[config.mk]
export PLATFORM = sky130hd
export DESIGN_NAME = sbi_prep
export DESIGN_NICKNAME = d
export VERILOG_FILES = /design/src/rtl/sbi_pkg.sv /design/src/rtl/sbi_prep.sv
export SDC_FILE = /design/constraint.sdc
export NUM_CORES = 2
export LEC_CHECK = 0
export BUFFER_PORTS_ARGS = -buffer_cell sky130_fd_sc_hd__clkbuf_2
export CORE_ASPECT_RATIO = 1.1
export CORE_MARGIN = 5
export CORE_UTILIZATION = 50
export CTS_CLUSTER_SIZE = 30
export DETAILED_ROUTE_END_ITERATION = 12
export GPL_TIMING_DRIVEN = 0
export PLACE_DENSITY = 0.72
export SETUP_SLACK_MARGIN = 0.5
export SLEW_MARGIN = 0
export SYNTH_ARGS = -nofsm -noshare
export SYNTH_HDL_FRONTEND = slang
export SYNTH_SLANG_ARGS = --single-unit
export TNS_END_PERCENT = 10
[constraint.sdc]
create_clock -name i_clk -period 44 [get_ports i_clk]
set_input_delay 2.2 -clock i_clk [delete_from_list [all_inputs] [get_ports i_clk]]
set_output_delay 2.2 -clock i_clk [all_outputs]
set_load 0.02 [all_outputs]
[src/rtl/sbi_pkg.sv]
// Shared constants and types for the segment/box slab test pipeline.
// No dependencies.
package sbi_pkg;

    localparam int CoordWidthDef = 32;
    localparam int FieldWidth    = 32;
    localparam int NumAxes       = 3;
    localparam int NumFields     = 12;
    localparam int ThrWidth      = 17;
    localparam int InDataWidth   = FieldWidth * NumFields;
    localparam int OutDataWidth  = 8;
    localparam logic [ThrWidth-1:0] ThrReset = 17'd1;

    // per-axis flags handed from the prep stages to the product stage
    typedef struct packed {
        logic [NumAxes-1:0] axis_par;  // axis counts as parallel
        logic [NumAxes-1:0] axis_ok;   // single-axis checks passed
    } t_axis_flags;

endpackage

[src/rtl/sbi_prep.sv]
// Stages 1 and 2: differences, parallel test, slab numerators in order.
// Depends on sbi_pkg.
module sbi_prep
    import sbi_pkg::*;
#(
    parameter int COORD_WIDTH = CoordWidthDef
) (
    input  logic                              i_clk,
    input  logic                              i_rst_n,
    input  logic                              i_valid,
    output logic                              o_ready,
    input  logic [InDataWidth-1:0]            i_data,
    input  logic [ThrWidth-1:0]               i_thr,
    output logic                              o_valid,
    input  logic                              i_ready,
    output logic [NumAxes-1:0][COORD_WIDTH:0] o_dd,
    output logic [NumAxes-1:0][COORD_WIDTH:0] o_n0,
    output logic [NumAxes-1:0][COORD_WIDTH:0] o_n1,
    output t_axis_flags                       o_flags
);
    localparam int W  = COORD_WIDTH;
    localparam int DW = COORD_WIDTH + 1;

    logic en1, en2;
    logic r_v1, r_v2;
    logic signed [NumAxes-1:0][DW-1:0] r_d, r_n0r, r_n1r;
    logic [NumAxes-1:0] r_out;
    logic signed [NumAxes-1:0][DW-1:0] n_d, n_n0r, n_n1r;
    logic [NumAxes-1:0] n_out;
    logic [NumAxes-1:0][DW-1:0] r_dd, n_dd;
    logic signed [NumAxes-1:0][DW-1:0] r_n0, r_n1, n_n0, n_n1;
    t_axis_flags r_flags, n_flags;

    assign en2     = !r_v2 || i_ready;
    assign en1     = !r_v1 || en2;
    assign o_ready = en1;

    function automatic logic signed [DW-1:0] coord(input logic [FieldWidth-1:0] f);
        logic [FieldWidth+W-1:0] e;
        e = {{W{1'b0}}, f};
        return signed'({e[W-1], e[W-1:0]});
    endfunction

    always_comb begin
        logic signed [DW-1:0] o, e, lo, hi;
        for (int i = 0; i < NumAxes; i++) begin
            o  = coord(i_data[FieldWidth*i +: FieldWidth]);
            e  = coord(i_data[FieldWidth*(3+i) +: FieldWidth]);
            lo = coord(i_data[FieldWidth*(6+i) +: FieldWidth]);
            hi = coord(i_data[FieldWidth*(9+i) +: FieldWidth]);
            n_d[i]   = e - o;
            n_n0r[i] = lo - o;
            n_n1r[i] = hi - o;
            n_out[i] = (o < lo) || (o > hi);
        end
    end

    always_comb begin
        logic signed [DW-1:0] a, b;
        logic par;
        for (int i = 0; i < NumAxes; i++) begin
            n_dd[i] = r_d[i][DW-1] ? DW'(-r_d[i]) : DW'(r_d[i]);
            a = r_d[i][DW-1] ? -r_n0r[i] : r_n0r[i];
            b = r_d[i][DW-1] ? -r_n1r[i] : r_n1r[i];
            n_n0[i] = (a > b) ? b : a;
            n_n1[i] = (a > b) ? a : b;
            par = (n_dd[i] == '0) || (n_dd[i] < DW'(i_thr));
            n_flags.axis_par[i] = par;
            n_flags.axis_ok[i]  = par ? !r_out[i]
                                      : (!n_n1[i][DW-1] &&
                                         (signed'(n_n0[i]) <= signed'({1'b0, n_dd[i]})));
        end
    end

    always_ff @(posedge i_clk) begin
        if (!i_rst_n) begin
            r_v1 <= 1'b0;
            r_v2 <= 1'b0;
        end else begin
            if (en1) r_v1 <= i_valid;
            if (en2) r_v2 <= r_v1;
        end
        if (en1 && i_valid) begin
            r_d   <= n_d;
            r_n0r <= n_n0r;
            r_n1r <= n_n1r;
            r_out <= n_out;
        end
        if (en2 && r_v1) begin
            r_dd    <= n_dd;
            r_n0    <= n_n0;
            r_n1    <= n_n1;
            r_flags <= n_flags;
        end
    end

    assign o_valid = r_v2;
    assign o_dd    = r_dd;
    assign o_n0    = r_n0;
    assign o_n1    = r_n1;
    assign o_flags = r_flags;

    for (genvar g = 0; g < NumAxes; g++) begin : g_chk
        a_order: assert property (@(posedge i_clk) disable iff (!i_rst_n)
            r_v2 |-> signed'(r_n0[g]) <= signed'(r_n1[g]))
            else $error("slab numerators out of order");
        a_zero_par: assert property (@(posedge i_clk) disable iff (!i_rst_n)
            (r_v2 && r_dd[g] == '0) |-> r_flags.axis_par[g])
            else $error("zero direction not treated as parallel");
    end

endmodule

==> metrics.cfg <==
[clock_tree]
cts_tree=done
num_cts_buffers=66
number_of_instances_resized_during_post_cts_repair=0
cts_sinks=605
cts-root-to-sink-buffers=3
post_cts_setup_buffers=0
deepest_level_of_the_cts_h_tree=3
cts_hold_repair.buffers=0
cts-root-buf=sky130_fd_sc_hd__clkbuf_16
worst_setup_hold_path_clk_slew_ps=60
worstSkewPairLatency_ps=630

[timing]
max_freq_mhz=98.21
final_hold_viol_count=0
period_minus_slack_ps=10180
fin_skew_ps=31.48
unrepaired_setup_endpoints_after_global_routing=false
final-setup-viol-count=0
timing_worst_slew_pin_value_ps=1213
slew_viol_final=0
worst_case_headroom_to_the_max_slew_limit_pct=18.58
tns_ps=0
final_min_period_over_clock_period_pct=23.14

[die]
floorplan.rows=117
floorplan.die_area_sq_um=99420
core_region_area_sq_um=92520
die_w_um=301.1
initial_utilization_pct=50.37
num_io_pins=710
fp.dieH_um=330.2

[yosys]
asyncSetResetFlopFracSynth_pct=0
ys_dominant_reg_cell=sky130_fd_sc_hd__edfxtp_1
synth_seq_area_share_pct=38.94
synthesis.yosys.warnings=0
ys_types=89
flip_flop_and_latch_count_after_synthesis=605
synth_fp_nets=5616
count_of_flip_flops_with_a_built_in_enable_after_synthesis=603
mappedNetlistArea_sq_um=46600
synthCells=4662
synthesis.area_per_instance_sq_um=9.997

[run]
drv.max_cap_violation_count=0

[power_and_ir_drop]
power.density_cell_area_nw_per_um2=46.59
total_leakage_power_nw=24.22
finalPower_mw=2.525
worst_vdd_rail_ir_drop_v=0.00002911

[hold_path]
worst_hold_path_type=reg -> reg

[global_routing]
grt_first_pass_wirelength_um=241400
globalRouteOverflowTotal=0
grt_max_degree=78
grtUsageTotal_pct=32.67
antenna_found_initial=7
first_global_vias=38150

[final_layout]
mostFrequentLayoutCells=sky130_fd_sc_hd__clkbuf_2 (709), sky130_fd_sc_hd__edfxtp_1 (603), sky130_fd_sc_hd__ha_1 (540)
layout.nets=6406
num_antenna_cells=0
finish.instance_area_sq_um=54200
layout_commonest_cell=sky130_fd_sc_hd__clkbuf_2
finish.cell_count_without_fillers=6752
post-route-util_pct=58.58
areaGrowthSynthToFinish_pct=16.30
final_layout_size_suffix_gt1_share_pct=16.99

[detailed_routing]
ant_nets=0
detailedRoute.firstPassIterationCount=6
drtIter0Drc=3251
vias=39830
post_drt_via_cell_ratio=5.900
detail_route.drc_violations=0
totalWireLength_um=168500
wire_per_inst_um=24.96

[worst_setup_path]
crit_path_buf_inv_count=8
crit_path_max_incr_delay_ps=720
arrival_ps=10650
crit_path_end_kind=flop
timing.critical_path.slowest_stage_cell=sky130_fd_sc_hd__clkbuf_1
critical_path_class=reg -> reg
gate_family_responsible_for_the_most_delay_along_the_worst_path=compound AO/OA/AOI/OAI gates
cp_data_required_time_ps=44470
worstPathMaxFanout=10
setup.worst_path.start_class=flop

[status]
outcome=finished, final reports clean

[placement]
gp_congestion=0.9897
place.detailed.instances=6633
place_area_sq_um=52020
buffer_ports.inserted=709
detailed_place_hpwl_um=143400

synth_stat cells (all sizes together), types with 74 or more instances:
cell type / number / share of area, %
o21ai: 254 / 2.7
nand2: 209 / 1.7
o31ai: 90 / 1.5
a21oi: 349 / 3.9
nor2: 308 / 2.5
xor2: 288 / 5.4
inv: 448 / 3.6
nand4: 74 / 0.99
a21o: 175 / 2.8
ha: 540 / 14
xnor2: 225 / 4.2
edfxtp: 603 / 39
nand3: 74 / 0.79
mux2i: 115 / 2.5
nor3: 78 / 0.84
metrics by stage:
step	worst slack [ps]	hold slack, ps
2_1_floorplan	27360	471.2
3_3_place_gp	21830	492.4
3_5_place_dp	33880	508.3
4_1_cts	33850	529.2
5_1_grt	33490	561.5
6_report	33820	535.3
final cells by class:
type | instances | area [sq um]
Tap cell | 1249 | 1563
Buffer | 73 | 355.3
Fill cell | 8127 | 38320
Inverter | 449 | 1685
Timing Repair Buffer | 722 | 3839
Sequential cell | 605 | 18150
Clock buffer | 76 | 1742
Clock inverter | 43 | 444.2
Multi-Input combinational cell | 3535 | 26430
path summary, 6_finish.rpt:
kind                                    to  cells after the start  slack, ps    start
worst max-delay path            o_flags[0]                     30      33820  r_d[32]
worst min-delay path               o_valid                      1        540     r_v1
worst max register to register  o_flags[0]                     30      33820  r_d[32]
worst min register to register     o_valid                      1        540     r_v1
layer usage:
metal / part of all wire, % / GRT usage, %
met2: 46 / 54.19
met3: 7.9 / 4.693
met5: 0.012 / 0
met4: 4.7 / 13.67
met1: 41 / 43.17
power by group:
| part | switching (mW) | internal (mW) |
|---|---|---|
| registers | 0.0683 | 0.775 |
| clock network | 0.241 | 0.328 |
| logic | 0.712 | 0.400 |
| total | 1.02 | 1.50 |
registers in the layout, indices dropped and copies added (netlist names):
register and flops:
o_dd 99, o_n0 99, o_n1 99, r_d 99, r_n0r 99, r_n1r 99, o_flags 6, r_out 3
o_valid 1, r_v1 1
kinds of logic after synthesis:
family	Yosys count	synth area share, %
AOI/OAI and AO/OA	1227	17.20
and+or+nand+nor	1123	12.24
DFF	605	38.94
adders and majority gates	552	14.95
buffers and inverters	522	4.379
xor gates and xnor gates	513	9.657
muxes	120	2.639
(Power assumes the default switching activity.)
