===== src/rtl/sbi_pkg.sv =====
// Shared constants and types for the segment/box slab test pipeline.
// No dependencies.
package sbi_pkg;

    localparam int CoordWidthDef = 32;
    localparam int FieldWidth    = 32;
    localparam int NumAxes       = 3;
    localparam int NumFields     = 12;
    localparam int ThrWidth      = 17;
    localparam int InDataWidth   = FieldWidth * NumFields;
    localparam int OutDataWidth  = 8;
    localparam logic [ThrWidth-1:0] ThrReset = 17'd1;

    // per-axis flags handed from the prep stages to the product stage
    typedef struct packed {
        logic [NumAxes-1:0] axis_par;  // axis counts as parallel
        logic [NumAxes-1:0] axis_ok;   // single-axis checks passed
    } t_axis_flags;

endpackage


===== src/rtl/sbi_cmp.sv =====
// Stage 4: compare cross products, fold all checks into the hit flag.
// Depends on sbi_pkg.
module sbi_cmp
    import sbi_pkg::*;
#(
    parameter int COORD_WIDTH = CoordWidthDef
) (
    input  logic                                               i_clk,
    input  logic                                               i_rst_n,
    input  logic                                               i_valid,
    output logic                                               o_ready,
    input  logic [NumAxes-1:0][NumAxes-1:0][2*COORD_WIDTH+2:0] i_p,
    input  logic [NumAxes-1:0][NumAxes-1:0][2*COORD_WIDTH+2:0] i_q,
    input  t_axis_flags                                        i_flags,
    output logic                                               o_valid,
    input  logic                                               i_ready,
    output logic                                               o_hit
);
    logic en, r_v, r_hit, n_hit;

    assign en      = !r_v || i_ready;
    assign o_ready = en;

    always_comb begin
        n_hit = &i_flags.axis_ok;
        for (int i = 0; i < NumAxes; i++) begin
            for (int j = 0; j < NumAxes; j++) begin
                if (i != j && !i_flags.axis_par[i] && !i_flags.axis_par[j] &&
                    (signed'(i_p[i][j]) > signed'(i_q[i][j]))) begin
                    n_hit = 1'b0;
                end
            end
        end
    end

    always_ff @(posedge i_clk) begin
        if (!i_rst_n) begin
            r_v <= 1'b0;
        end else if (en) begin
            r_v <= i_valid;
        end
        if (en && i_valid) r_hit <= n_hit;
    end

    assign o_valid = r_v;
    assign o_hit   = r_hit;

    a_fail_axis: assert property (@(posedge i_clk) disable iff (!i_rst_n)
        (en && i_valid && !(&i_flags.axis_ok)) |=> !r_hit)
        else $error("hit reported although an axis check failed");

endmodule


===== config.mk =====
export PLATFORM = sky130hd
export DESIGN_NAME = sbi_cmp
export DESIGN_NICKNAME = d
export VERILOG_FILES = /design/src/rtl/sbi_pkg.sv /design/src/rtl/sbi_cmp.sv
export SDC_FILE = /design/constraint.sdc
export NUM_CORES = 1
export LEC_CHECK = 0
export ABC_CLOCK_PERIOD_IN_PS = 3500
export BUFFER_PORTS_ARGS = -buffer_cell sky130_fd_sc_hd__buf_2
export CAP_MARGIN = 20
export CELL_PAD_IN_SITES_DETAIL_PLACEMENT = 0
export CELL_PAD_IN_SITES_GLOBAL_PLACEMENT = 1
export CORE_AREA = 5 5 470 472
export CTS_BUF_LIST = sky130_fd_sc_hd__clkbuf_2
export DETAILED_ROUTE_END_ITERATION = 8
export DIE_AREA = 0 0 475 477
export HOLD_SLACK_MARGIN = 0.1
export PLACE_DENSITY = 0.39
export SKIP_CTS_REPAIR_TIMING = 1
export SYNTH_ARGS = -nofsm -noshare
export SYNTH_HDL_FRONTEND = slang
export SYNTH_SLANG_ARGS = --single-unit

===== constraint.sdc =====
create_clock -name i_clk -period 3.5 [get_ports i_clk]
set_clock_uncertainty 0.1 [all_clocks]
set_input_delay 0 -clock i_clk [delete_from_list [all_inputs] [get_ports i_clk]]
set_output_delay 0 -clock i_clk [all_outputs]
set_load 0.02 [all_outputs]

==> results.rst, run 1 <==
.. list-table::
   :header-rows: 1

   * - Metric
     - Value
   * - Status
     - finished clean
   * - RSZ-0062 raised after global routing
     - no
   * - Quantity of I/O buffers inserted on ports
     - ~800
   * - First-pass GRT wire length
     - 151 mm
   * - Leakage component of the power
     - approximately 10 nW
   * - Root buffer cell
     - sky130_fd_sc_hd__clkbuf_2
   * - Worst-Margin Slew
     - 828 ps
   * - Worst Hold Class
     - input pin to register
   * - Worst path bufs/invs
     - 1
   * - Largest voltage drop on the vdd net
     - 0.0000388 V
   * - Total vias in the final route
     - between 10,000 and 15,000
   * - Average wire per cell in the routed design
     - about 24 um
   * - Crit. End Element
     - register
   * - Clock tree from TritonCTS
     - done
   * - Area fraction of the dominant cell type after synthesis
     - a little under 50%
   * - Iteration-0 DRC Markers
     - 524
   * - Minimum clock period
     - between 3000 and 4000 ps
   * - Max-Cap Viols
     - 0
   * - Count leader, synth
     - sky130_fd_sc_hd__inv_1
   * - DIE WIDTH
     - between 400 and 500 um
   * - Relative max-transition margin
     - between 40% and 50%
   * - Number of placed I/O pins
     - between 1,000 and 1,500
   * - Placement Cell Area
     - between 15,000 and 20,000 sq um
   * - Path type of the worst setup path
     - input pin to register
   * - Residual DRC
     - 0
   * - Area of combinational cells with multiple inputs
     - between 8000 and 9000 sq um
   * - Layout cells sized above 1
     - between 30% and 40%
   * - Post-DP HPWL
     - around 120 mm
   * - Filler cell count in the final layout
     - around 26,000
   * - Cell family with most CP delay
     - compound AO/OA/AOI/OAI gates
   * - Core outline area
     - approximately 220,000 sq um
   * - Average cell area after synthesis
     - 7.09 sq um
   * - Clock Pin Slew Worst Setup and Hold Paths
     - 80 ps
   * - Synth Warn #
     - 0
   * - Arr. time, crit path
     - around 3200 ps
   * - Highest clock rate
     - 0.309 GHz
   * - Grt total ovfl
     - 0
   * - Routed Wire Length
     - 123 mm
   * - Fraction of synthesis flops using an asynchronous set or reset pin
     - 0%
   * - Post-synthesis cell type with the largest combined area
     - sky130_fd_sc_hd__ha_1
   * - Filler-free cell count of the finished design
     - 5,228
   * - Final max-slew violation count
     - 0
   * - Mapped Nets
     - between 3,000 and 4,000
   * - Number of iterations in the first detailed-routing pass
     - 6
   * - FF+latch count, synth
     - 2
   * - Seq. cell area
     - roughly 50 sq um
   * - Final instance area
     - about 19,000 sq um
   * - Clock tree buffer depth
     - 2
   * - Floorplan row count
     - between 150 and 200
   * - Ys flop type
     - sky130_fd_sc_hd__edfxtp_1
   * - Top cells by area in the synthesized netlist
     - sky130_fd_sc_hd__ha_1, sky130_fd_sc_hd__inv_1, sky130_fd_sc_hd__a21oi_1
   * - Number of global-route vias before repair
     - approximately 14,000
   * - Highest cell delay on the worst timing path
     - 470 ps
   * - Synth Cell Area
     - approximately 10,000 sq um
   * - H-Tree Level Count
     - 1
   * - Remaining antenna violation count after routing
     - 0
   * - Number of sinks on the clock net
     - 2
   * - Area growth from synthesis to final layout
     - 80.0%
   * - Antenna violations before repair
     - 298
   * - Total CTS buffers
     - 3
   * - Via-to-Cell Ratio
     - around 2.8
   * - Startpoint class of the critical path
     - input pin
   * - Final critical-path share of the clock period
     - between 90 and 100%
   * - Net total in the final layout
     - approximately 3,900
   * - Die Footprint
     - ~230,000 sq um
   * - Post-synthesis cell type count
     - between 50 and 60
   * - Largest fanout on the critical path
     - 3
   * - Worst Path Required
     - 3410 ps
   * - Placed cell count
     - between 5,000 and 6,000
   * - Global placer's final weighted congestion
     - 0.821
   * - Worst skew pair latency
     - roughly 240 ps
   * - Setup violation total in the final timing report
     - 0
   * - Post-synthesis sequential area ratio
     - less than 1%
   * - Total count of hold-check failures in the final report
     - 0
   * - Power per standard cell area
     - between 100 and 150 nW/um^2
   * - Mapped Cells
     - around 1,500
   * - Number of enable flip-flop cells after synthesis
     - 1
   * - Standard cell with the maximum stage delay on the critical path
     - sky130_fd_sc_hd__a211oi_2
   * - Most frequent cells after synthesis
     - sky130_fd_sc_hd__inv_1, sky130_fd_sc_hd__ha_1, sky130_fd_sc_hd__a21oi_1, sky130_fd_sc_hd__nand4_1, sky130_fd_sc_hd__nand2_1
   * - Maximum number of pins on one net before global-route repair
     - 5
   * - Initial cell density of the core
     - approximately 4.8%
   * - GR Util All Layers
     - a little over a tenth
   * - Crit path cell chain
     - buf_2, ha_1, a21oi_1, o21ai_0, a221o_1, o31ai_1, nand3_1, a211oi_2, xor2_1, o211ai_1, and4b_1
   * - Chip Height
     - approximately 480 um
==> power breakdown <==
part	switching, mW	total, mW	leakage, nW	internal [mW]
Clock	0.0330	0.0634	0.0170	0.0303
Combinational	0.956	1.80	10.1	0.849
Sequential	0.00216	0.0285	0.0183	0.0263
==> cells by family (layout without fill, tap and decap cells) <==
family                   after synthesis  count (layout)  synth area share (%)
flip-flops                             2               2                 0.486
buffers and inverters                418            1286                  15.2
AND/OR/NAND/NOR                      294             294                  15.0
adder cells (fa/ha/maj)              402             402                  48.8
XOR/XNOR                               2               2                 0.170
multiplexers                           3               3                 0.304
AO/OA/AOI/OAI                        332             332                  20.0
other                                  0              53                     0
==> stage by stage <==
step / util (%) / power, mW / worst slack (ps) / TNS, ps / hold WS, ps
2_1_floorplan: - / 0.848 / 980 / 0 / 38.8
4_1_cts: 8.50 / 1.97 / -448 / -448 / -143
3_5_place_dp: 8.49 / 1.89 / -697 / -697 / 160
5_1_grt: 8.53 / 2.18 / 29.8 / 0 / 179
6_report: 8.58 / 1.90 / 263 / 0 / 147
3_3_place_gp: 8.48 / 1.88 / -1060 / -1060 / 161
==> cells in the final DEF, fill, tap and decap left out, types with 2 or more instances in the layout <==
cell type                       count
sky130_fd_sc_hd__nor3_1            15
sky130_fd_sc_hd__o21ai_0           42
sky130_fd_sc_hd__nor2b_1            7
sky130_fd_sc_hd__nor4_1            20
sky130_fd_sc_hd__dlygate4sd3_1      2
sky130_fd_sc_hd__buf_12             2
sky130_fd_sc_hd__clkbuf_2           4
sky130_fd_sc_hd__a221o_1            2
sky130_fd_sc_hd__inv_1            418
sky130_fd_sc_hd__o21a_1             6
sky130_fd_sc_hd__diode_2           53
sky130_fd_sc_hd__a2111oi_0          4
sky130_fd_sc_hd__o21ai_1            5
sky130_fd_sc_hd__o211ai_1          13
sky130_fd_sc_hd__and4_1             5
sky130_fd_sc_hd__o22ai_1            2
sky130_fd_sc_hd__a211oi_1          18
sky130_fd_sc_hd__buf_2            816
sky130_fd_sc_hd__o21bai_1           2
sky130_fd_sc_hd__a21o_1            60
sky130_fd_sc_hd__buf_4             44
sky130_fd_sc_hd__nor4_2             2
sky130_fd_sc_hd__and2_1             2
sky130_fd_sc_hd__nand2_1           72
sky130_fd_sc_hd__nand4_1           90
sky130_fd_sc_hd__a21oi_1          143
sky130_fd_sc_hd__nor2_1            31
sky130_fd_sc_hd__a211o_1            2
sky130_fd_sc_hd__nand3_1           37
sky130_fd_sc_hd__ha_1             401
sky130_fd_sc_hd__a22oi_1            2
sky130_fd_sc_hd__and3_1             3
sky130_fd_sc_hd__a221oi_1          11
sky130_fd_sc_hd__a21boi_0           3
sky130_fd_sc_hd__o31ai_1            5
sky130_fd_sc_hd__nand3b_1           3
==> worst paths after layout <==
path / slack, ps / end / depth (start not counted) / start
min: 150 / o_hit$_SDFFCE_PP0P_ / 2 / i_valid
min reg2reg: 790 / o_hit$_SDFFCE_PP0P_ / 2 / o_valid$_SDFFE_PN0N_
max reg2reg: 2140 / o_valid$_SDFFE_PN0N_ / 3 / o_valid$_SDFFE_PN0N_
max: 260 / o_hit$_SDFFCE_PP0P_ / 11 / i_p[144]
==> cell type report <==
class                      instances  area share (%)
multi-input combinational       1033            47.1
timing repair buffer             864            24.1
tap                             2854            19.3
inverter                         418            8.46
antenna                           53           0.715
sequential                         2           0.270
clock buffer                       4           0.108
==> state kept, by name (all words and copies together), names as in the netlist <==
register and count:
o_hit 1, o_valid 1
==> layer usage <==
layer,vias to the layer above,track usage (%),wire [um]
met3,408,7.33,17200
met1,6092,10.7,46400
met2,938,18.0,56400
met5,-,0,792
met4,122,0.689,2500
li1,6923,-,-
No activity file was read; power rests on OpenSTA's default activity.
==> inputs of run 2 (changes only) <==
GPL_TIMING_DRIVEN = 0   (was unset)
==> run 2 against run 1 <==
Routed wire length decreased by 0.91%. Global-route usage decreased by 0.076 points. Critical endpoint unchanged. First-iteration DRC count increased by 3.4%. Clock power decreased by 27%. Highest routed layer unchanged. Design area decreased by 0.59%. Fmax decreased by 4.7%. Critical path depth decreased by 1. Register-to-register slack about the same. Flip-flop and latch count unchanged.
==> results.rst, run 2 (synthesis gave the netlist of run 1 again) <==
.. list-table::
   :header-rows: 1

   * - Metric
     - Value
   * - Worst path bufs/invs
     - 1 (unchanged)
   * - Root buffer cell
     - sky130_fd_sc_hd__clkbuf_2 (unchanged)
   * - H-Tree Level Count
     - 1 (unchanged)
   * - Routed Wire Length
     - 122 mm (was 123 mm)
   * - Most common library cell in the layout ignoring fill and taps
     - sky130_fd_sc_hd__buf_2 (unchanged)
   * - Most frequent CP cell
     - sky130_fd_sc_hd__a21oi_1
   * - Final max-slew violation count
     - 0 (unchanged)
   * - Layout cells sized above 1
     - 37.3% (was 37.7%)
   * - Status
     - finished clean (unchanged)
   * - RSZ-0062 raised after global routing
     - no (unchanged)
   * - Highest cell delay on the worst timing path
     - 650 ps (was 470 ps)
   * - Via-to-Cell Ratio
     - 2.75 (was 2.77)
   * - Largest voltage drop on the vdd net
     - 0.0000595 V (was 0.0000388 V)
   * - Minimum clock period
     - 3400 ps (was 3240 ps)
   * - Total CTS buffers
     - 3 (unchanged)
   * - Relative max-transition margin
     - 45.9% (was 44.7%)
   * - Worst skew pair latency
     - 190 ps (was 240 ps)
   * - Antenna violations before repair
     - 287 (was 298)
   * - Worst Path Required
     - 3350 ps (was 3410 ps)
   * - Net total in the final layout
     - 3,909 (was 3,940)
   * - Die Footprint
     - 227,000 sq um (unchanged)
   * - Commonest cells after routing, fill and taps aside
     - sky130_fd_sc_hd__buf_2, sky130_fd_sc_hd__inv_1, sky130_fd_sc_hd__ha_1, sky130_fd_sc_hd__a21oi_1, sky130_fd_sc_hd__nand4_1 (unchanged)
   * - Worst reg2reg path endpoint
     - o_valid$_SDFFE_PN0N_ (unchanged)
   * - Setup violation total in the final timing report
     - 0 (unchanged)
   * - Launch point of the worst hold path
     - i_ready (was i_valid)
   * - Highest clock rate
     - 0.294 GHz (was 0.309 GHz)
   * - Util after Layout
     - 8.53% (was 8.58%)
   * - Number of sinks on the clock net
     - 2 (unchanged)
   * - Worst-Margin Slew
     - 805 ps (was 828 ps)
   * - Number of iterations in the first detailed-routing pass
     - 5 (was 6)
   * - Area growth from synthesis to final layout
     - 78.9% (was 80.0%)
   * - Floorplan row count
     - 171 (unchanged)
   * - Number of placed I/O pins
     - 1,219 (unchanged)
   * - Post-DP HPWL
     - 120 mm (was 121 mm)
   * - Last element of the critical path
     - o_hit$_SDFFCE_PP0P_ (unchanged)
   * - Quantity of I/O buffers inserted on ports
     - 816 (unchanged)
   * - Remaining antenna violation count after routing
     - 0 (unchanged)
   * - Worst reg2reg path startpoint
     - o_valid$_SDFFE_PN0N_ (unchanged)
   * - Worst reg2reg setup slack
     - 2130 ps (was 2140 ps)
   * - Final critical-path share of the clock period
     - 97.0% (was 92.5%)
   * - Worst setup path start
     - i_p[349] (was i_p[144])
   * - Clock tree from TritonCTS
     - done (unchanged)
   * - Global placer's final weighted congestion
     - 0.825 (was 0.821)
   * - Max-Cap Viols
     - 0 (unchanged)
   * - Leakage component of the power
     - 10.0 nW (was 10.1 nW)
   * - Crit. End Element
     - register (unchanged)
   * - Core outline area
     - 216,000 sq um (unchanged)
   * - Iteration-0 DRC Markers
     - 542 (was 524)
   * - Chip Height
     - 477 um (unchanged)
   * - First-pass GRT wire length
     - 149 mm (was 151 mm)
   * - Total vias in the final route
     - 14,400 (was 14,500)
   * - Residual DRC
     - 0 (unchanged)
   * - Largest fanout on the critical path
     - 3 (unchanged)
   * - Power per standard cell area
     - 101 nW/um^2 (was 102 nW/um^2)
   * - Count of cells along the worst register-to-register path
     - 3 (unchanged)
   * - Crit path cell chain
     - buf_2, ha_1, a21oi_1, a21oi_1, a21oi_1, a21boi_1, o41a_1, or4_1, a311o_1, and4b_2 (was buf_2, ha_1, a21oi_1, o21ai_0, a221o_1, o31ai_1, nand3_1, a211oi_2, xor2_1, o211ai_1, and4b_1)
   * - Crit. path cell count
     - 10 (was 11)
   * - Path type of the worst setup path
     - input pin to register (unchanged)
   * - Standard cell with the maximum stage delay on the critical path
     - sky130_fd_sc_hd__a21oi_1 (was sky130_fd_sc_hd__a211oi_2)
   * - DIE WIDTH
     - 475 um (unchanged)
   * - Clock tree buffer depth
     - 2 (unchanged)
   * - Worst Hold Class
     - input pin to register (unchanged)
   * - Average wire per cell in the routed design
     - 23.3 um (was 23.6 um)
   * - Total count of hold-check failures in the final report
     - 0 (unchanged)
   * - Grt total ovfl
     - 0 (unchanged)
   * - Maximum number of pins on one net before global-route repair
     - 6 (was 5)
   * - Pre-CTS setup slack
     - -1120 ps (was -697 ps)
   * - Startpoint class of the critical path
     - input pin (unchanged)
   * - Worst Setup Slack, final
     - 103 ps (was 263 ps)
   * - Number of global-route vias before repair
     - 14,500 (about the same)
   * - Cell family with most CP delay
     - compound AO/OA/AOI/OAI gates (unchanged)
   * - GR Util All Layers
     - 10.3% (was 10.4%)
   * - Clock Pin Slew Worst Setup and Hold Paths
     - 50 ps (was 80 ps)
   * - Initial cell density of the core
     - 4.77% (unchanged)
   * - Arr. time, crit path
     - 3250 ps (was 3150 ps)
run 2: worst min-delay path by stage:
stage / end / slack (ps) / cells after the start
after global routing: o_hit$_SDFFCE_PP0P_ / 190 / 3
after floorplan: o_valid$_SDFFE_PN0N_ / 40 / 2
after global placement: o_valid$_SDFFE_PN0N_ / 160 / 2
final: o_hit$_SDFFCE_PP0P_ / 170 / 3
after detailed placement: o_valid$_SDFFE_PN0N_ / 170 / 2
after CTS: o_valid$_SDFFE_PN0N_ / -50 / 2
run 2: final cells by class:
cell class | count | area (sq um)
Clock buffer | 4 | 20.0
Fill cell | 25700 | 198000
Sequential cell | 2 | 50.0
Multi-Input combinational cell | 1033 | 8800
Antenna cell | 86 | 215
Tap cell | 2854 | 3570
Inverter | 418 | 1570
Timing Repair Buffer | 833 | 4210
run 2: metal layers:
metal	global-route usage, %	up-vias	share of wire [%]
met4	2.47	108	2.9
met1	11.1	6088	38
li1	-	6889	-
met2	16.9	938	45
met3	6.54	354	14
met5	0.362	-	0.53
run 2: power by group:
| part | switching, mW | internal (mW) |
|---|---|---|
| Sequential | 0.000810 | 0.0264 |
| Combinational | 0.975 | 0.817 |
| Clock | 0.0166 | 0.0299 |
| Total | 0.992 | 0.874 |
run 2: worst register-to-register path, cell delays in order (launching register included):
cell and delay, ps:
sky130_fd_sc_hd__dfxtp_1 350, sky130_fd_sc_hd__nand2b_1 110, sky130_fd_sc_hd__a21boi_0 190, sky130_fd_sc_hd__dlygate4sd3_1 560
run 2: per-stage QoR:
stage	total power [mW]	hold slack [ps]	area (sq um)	std cells	TNS [ps]
finish	1.87	174	18400	5230	0
global route	2.14	189	18300	5193	0
CTS	1.91	-48.5	18000	5134	-926
detailed placement	1.84	167	18000	5130	-1120
global placement	1.83	159	18000	5123	-2390
floorplan	0.848	38.8	10300	1453	0
